<file path="config.mk">
export PLATFORM = sky130hd
export DESIGN_NAME = fpa_div
export DESIGN_NICKNAME = d
export VERILOG_FILES = /design/src/design/fpa_div.sv
export SDC_FILE = /design/constraint.sdc
export NUM_CORES = 2
export LEC_CHECK = 0
export BUFFER_PORTS_ARGS = -buffer_cell sky130_fd_sc_hd__clkbuf_2
export CAP_MARGIN = 40
export CORE_UTILIZATION = 60
export CTS_CLUSTER_DIAMETER = 30
export DETAILED_ROUTE_END_ITERATION = 10
export GPL_TIMING_DRIVEN = 0
export PLACE_DENSITY = 0.76
export SLEW_MARGIN = 30
export SYNTH_ARGS = -nofsm -noshare
export SYNTH_HDL_FRONTEND = slang
export SYNTH_SLANG_ARGS = --single-unit
</file>
<file path="constraint.sdc">
create_clock -name clk -period 15.22 [get_ports clk]
set_input_delay 3.044 -clock clk [delete_from_list [all_inputs] [get_ports clk]]
set_output_delay 3.044 -clock clk [all_outputs]
set_load 0.05 [all_outputs]
</file>
<file path="src/design/fpa_div.sv">
`timescale 1ns / 1ps
// ----------------------------------------------------------------------------
// fpa_div: pipelined restoring divider
// Unsigned quotient of NUM_BITS / DEN_BITS, BPS quotient bits per stage,
// with an enable that freezes every stage while the output is stalled.
// ----------------------------------------------------------------------------
module fpa_div #(
	parameter int NUM_BITS = 40,
	parameter int DEN_BITS = 32,
	parameter int BPS      = 4
) (
	input  logic                clk,
	input  logic                en,
	input  logic [NUM_BITS-1:0] num,
	input  logic [DEN_BITS-1:0] den,
	output logic [NUM_BITS-1:0] quo
);
	localparam int STAGES = (NUM_BITS + BPS - 1) / BPS;

	logic [NUM_BITS-1:0] num_q [STAGES+1];
	logic [DEN_BITS-1:0] den_q [STAGES+1];
	logic [DEN_BITS-1:0] rem_q [STAGES+1];

	assign num_q[0] = num;
	assign den_q[0] = den;
	assign rem_q[0] = '0;

	for (genvar s = 0; s < STAGES; s++) begin : g_stage
		logic [NUM_BITS-1:0] n_nxt;
		logic [DEN_BITS-1:0] r_nxt;

		// shift in BPS dividend bits, one trial subtract each
		always_comb begin
			logic [DEN_BITS:0] t;
			n_nxt = num_q[s];
			r_nxt = rem_q[s];
			for (int k = 0; k < BPS; k++) begin
				if ((s * BPS + k) < NUM_BITS) begin
					t = {r_nxt, n_nxt[NUM_BITS-1]};
					n_nxt = {n_nxt[NUM_BITS-2:0], 1'b0};
					if (t >= {1'b0, den_q[s]}) begin
						t = t - {1'b0, den_q[s]};
						n_nxt[0] = 1'b1;
					end
					r_nxt = t[DEN_BITS-1:0];
				end
			end
		end

		// advance stage
		always_ff @(posedge clk) begin
			if (en) begin
				num_q[s+1] <= n_nxt;
				den_q[s+1] <= den_q[s];
				rem_q[s+1] <= r_nxt;
			end
		end
	end

	assign quo = num_q[STAGES];

endmodule

</file>
=== Word level (Yosys, flattened, before mapping) ===
Cells that the tools add are included.

* Register bits: 976

* Mux-type cells: 79
* Order comparisons: 40
* $add $sub $neg: 39

{| class="wikitable"
|+ Operators by type and width
! kind !! number
|-
| 33-bit by 32-bit greater-or-equal comparator with 1-bit output || 39
|-
| 32-bit two-way mux || 39
|-
| 32-bit subtractor || 38
|-
| 1-bit two-way mux || 40
|-
| 1-bit by 32-bit greater-or-equal comparator with 1-bit output || 1
|-
| 1-bit by 32-bit subtractor with 32-bit output || 1
|}

=== Longest topological paths before layout ===
* Depth in word-level cells: 8
* Gate-level depth with buffers: 62
* Depth with buffers taken out: 55

=== Worst setup path after synthesis ===
No wires, ideal clock.

* Path type: in2reg
* Start point: in den[1]
* End point: reg rem_q[312] (netlist name) (data pin)
* Stages: 49
* Setup slack: 1408 ps
* Arrival: 13550 ps
* Data required time: 14958 ps
* Path buffers: 6
* Cells stage by stage: inv_1 > clkbuf_1 > ha_1 > clkbuf_1 > a21oi_1 > nor4_1 > nand3_1 > nor3_2 > mux2i_1 > ha_1 > a21o_1 > a221oi_2 > a21oi_1 > a221o_1 > o21a_1 > a221oi_1 > a21bo_2 > nand2_1 > [... 13 more ...] > buf_2 > buf_2 > o21ai_0 > inv_1 > ha_1 > nor2b_1 > o21ai_0 > a21o_1 > a31oi_1 > a221o_1 > a31o_2 > a31oi_1 > nor3b_1 > o22ai_1 > o21ai_0 > nor4_4 > buf_4 > mux2_1

* Cells in the longest elaborated chain, start to end: 8
* Elaborated cells on any way between the ends: 12

{| class="wikitable"
|+ RTL lines
! item !! RTL line !! text
|-
| from (decl) || 15 || <nowiki>input logic [DEN_BITS-1:0] den,</nowiki>
|-
| 1-bit by 32-bit subtractor with 32-bit output or 1-bit by 32-bit greater-or-equal comparator with 1-bit output (tied branches) || 42, 41 ||
|-
| 32-bit two-way mux || 41 || <nowiki>if (t >= {1'b0, den_q[s]}) begin</nowiki>
|-
| 32-bit subtractor or 33-bit by 32-bit greater-or-equal comparator with 1-bit output (tied branches) || 42, 41 ||
|-
| 32-bit two-way mux || 41 ||
|-
| 32-bit subtractor or 33-bit by 32-bit greater-or-equal comparator with 1-bit output (tied branches) || 42, 41 ||
|-
| 32-bit two-way mux || 41 ||
|-
| 32-bit subtractor or 33-bit by 32-bit greater-or-equal comparator with 1-bit output (tied branches) || 42, 41 ||
|-
| 32-bit two-way mux * || 41 ||
|-
| to (signal, indexed assignment) || 55 || <nowiki>rem_q[s+1] <= r_nxt;</nowiki>
|-
| to (decl) || 22 || <nowiki>logic [DEN_BITS-1:0] rem_q [STAGES+1];</nowiki>
|}

Every way passes the cells marked *; elsewhere a longest branch is shown, timed or not.
A chain may end at the register's enable or synchronous reset.

=== Worst setup path in the final report ===
* Start point: reg den_q[65] (netlist name)
* End point: reg rem_q[37] (netlist name) (data pin)

* Cells in the longest elaborated chain, start to end: 8
* Elaborated cells on any way between the ends: 12

{| class="wikitable"
|+ RTL lines
! item !! RTL line !! text
|-
| from (decl) || 21 || <nowiki>logic [DEN_BITS-1:0] den_q [STAGES+1];</nowiki>
|-
| from (signal, indexed assignment) || 54 || <nowiki>den_q[s+1] <= den_q[s];</nowiki>
|-
| 32-bit subtractor or 33-bit by 32-bit greater-or-equal comparator with 1-bit output (tied branches) || 42, 41 ||
|-
| 32-bit two-way mux || 41 ||
|-
| 32-bit subtractor or 33-bit by 32-bit greater-or-equal comparator with 1-bit output (tied branches) || 42, 41 ||
|-
| 32-bit two-way mux || 41 ||
|-
| 32-bit subtractor or 33-bit by 32-bit greater-or-equal comparator with 1-bit output (tied branches) || 42, 41 ||
|-
| 32-bit two-way mux || 41 ||
|-
| 32-bit subtractor or 33-bit by 32-bit greater-or-equal comparator with 1-bit output (tied branches) || 42, 41 ||
|-
| 32-bit two-way mux * || 41 ||
|}

Marked as above.

==> impl_metrics.ini <==
[status]
outcome = completed

[clock_tree]
cts_tree = built
htree_num_levels = 4
cts.sinks = 976
postCtsHoldBufs = 0
clk_pin_slew_ns = 0.06
numCtsBuffers = 193
cts_buffer_depth = 3
root_buffer = clkbuf_16
clock_latency_ns = 0.88

[critical_path]
arrival_ns = 15.43
path_common_cell = buf_2
reg2reg_depth = 55
path_max_fanout = 10
critPathKind = flip-flop to flip-flop
startpoint_type = flip-flop
slowest_stage = edfxtp_1
crit_required_ns = 15.82
slowest_delay_ns = 0.58
end_kind = flip-flop
rrSetupSlack_ns = 0.39

[drt]
dr.pass1.iters = 9
num_vias = 93480
via_per_inst = 6.463
wl_mm = 337.7
wl_per_cell_microns = 23.35
first_iter_violations = 8379
drc = 0
ant_nets = 0

[yosys]
synth-seq-area-share = 0.2821
synthTopCellsByArea = edfxtp_1 28%, ha_1 15%, xnor2_1 5.7%
synth_commonest_cells = 1250 x ha_1, 1136 x a21oi_1, 976 x edfxtp_1
synthesis.nets = 12980
yosys_warnings = 0
synth.most_common_cell = ha_1
synth_top_flop_cell = edfxtp_1
synth_cell_type_count = 111
synth_edf_count = 976
syn_area_sq_mm = 0.1039
async_flop_share = 0
synth_area_per_cell_sq_um = 8.942
yosys_register_bits = 976
post-synth-top-area-fraction = 0.2821
yosysTopAreaCell = edfxtp_1
syn_inst = 11620

[run]
max-cap-violations = 0

[floorplan]
core_area_sq_mm = 0.1717
die_w_microns = 418.1
die_h_microns = 418.1
initial_utilization = 0.6050
rows = 152
io_pins = 114
die_area_sq_mm = 0.1748

[timing]
slew_viol_final = 0
finalHoldViolations = 0
post-route-min-period_ns = 14.83
final.period_utilization = 0.9743
fin_skew_ns = 0.07132
setup_viol = 0
setup_tns_ns = 0
clock.fmax_mhz = 67.43
worst_pin_slew_ns = 0.8574
slew_headroom = 0.4231

[place]
io_buffer_count = 113
place.gp.congestion = 1.031
dp_hpwl_mm = 272.4

[final_layout]
drive_above_1_share = 0.1155
final_core_utilization = 0.6735
syn2layout_area_growth_pct = 11.33
nNetsFinal = 13340

[global_routing]
grt_max_degree = 95
grt_overflow = 0
antenna_found_initial = 10
grt_pass1_wl_mm = 507.2
grt_pass1_vias = 89460
track_usage = 0.3733

[min_path]
holdPathStages = 0
worst_hold_path_type = flip-flop to flip-flop
-- metal layers --
metal | part of all wire | vias to the layer above | GRT usage
met5 | 0.00023 | - | 0
met1 | 0.40 | 44190 | 0.4551
met2 | 0.46 | 4010 | 0.6124
met4 | 0.073 | 12 | 0.2516
li1 | - | 44160 | -
met3 | 0.069 | 1109 | 0.05324
-- cells in the final DEF (no fill, tap or decap), types with 147 or more instances in the layout --
master	netlist	routed
edfxtp_1	976	976
o21ai_0	748	725
nor2_1	829	828
nand2_1	817	816
nand4_1	206	206
a21o_1	544	544
clkbuf_16	0	195
inv_1	738	730
o21bai_1	154	154
ha_1	1250	1249
xor2_1	337	337
nor2b_1	148	147
a21oi_1	1136	1124
nand2b_1	147	147
mux2_2	485	485
o21a_1	179	179
xnor2_1	679	679
clkbuf_2	0	159
nand3_1	227	226
nor3_1	154	153
-- cell families after synthesis --
family / after synthesis / share of synthesized area
compound gates: 3649 / 0.2247
xor+xnor: 1016 / 0.08565
fa+ha+maj: 1288 / 0.1579
buf+inv: 1055 / 0.04123
flops: 976 / 0.2821
mux: 649 / 0.07044
simple gates: 2986 / 0.1380
-- worst max-delay path, delay by kind of cell, from the launching register on --
kind	cells	cell delay [ns]
AO/OA/AOI/OAI	30	7.29
adder cells (fa/ha/maj)	4	1.38
buffers and inverters	10	2.81
flip-flops	1	0.58
multiplexers	2	0.79
AND/OR/NAND/NOR	9	1.68
-- path summary, 6_finish.rpt --
check,start,end
max,den_q[65],rem_q[37]
min,g_stage[6].n_nxt[19],g_stage[7].n_nxt[23]
max reg2reg,den_q[65],rem_q[37]
min reg2reg,g_stage[6].n_nxt[19],g_stage[7].n_nxt[23]
-- flip-flops by register name (all words and copies together), names as in the netlist --
signal / cells
quo: 40
g_stage.n_nxt: 324
rem_q: 288
den_q: 288
num_q: 36
-- metrics by stage --
stage / hold WS, ns / std cells / setup WS, ns / cell area [sq um]
2_1_floorplan: 0.4003 / 11620 / 1.408 / 103900
3_3_place_gp: 0.4003 / 14040 / -5.180 / 107400
3_5_place_dp: 0.4045 / 14060 / -2.099 / 107700
4_1_cts: 0.3729 / 14430 / 0.006240 / 115000
5_1_grt: 0.3816 / 14460 / -0.1686 / 115600
6_report: 0.3847 / 14460 / 0.3904 / 115700
-- final cells by class --
cell class | instances | area, sq um
multi-input cells | 9588 | 70820
fillers | 13950 | 56070
flip-flops and latches | 976 | 29310
clock buffers | 211 | 4940
well taps | 2310 | 2890
inverters | 752 | 2846
clock inverters | 155 | 2100
plain buffers | 298 | 1540
repair buffers | 164 | 1194
diodes | 10 | 25.02
-- timing repair --
item,CTS,global route
setup endpoints to repair,262,298
pin swaps,2,7
resized for setup,79,146
setup buffers,5,29
Power is left out: the tool's default activity adds up to more than one toggle a clock period on the data nets, which glitch-free logic cannot reach.
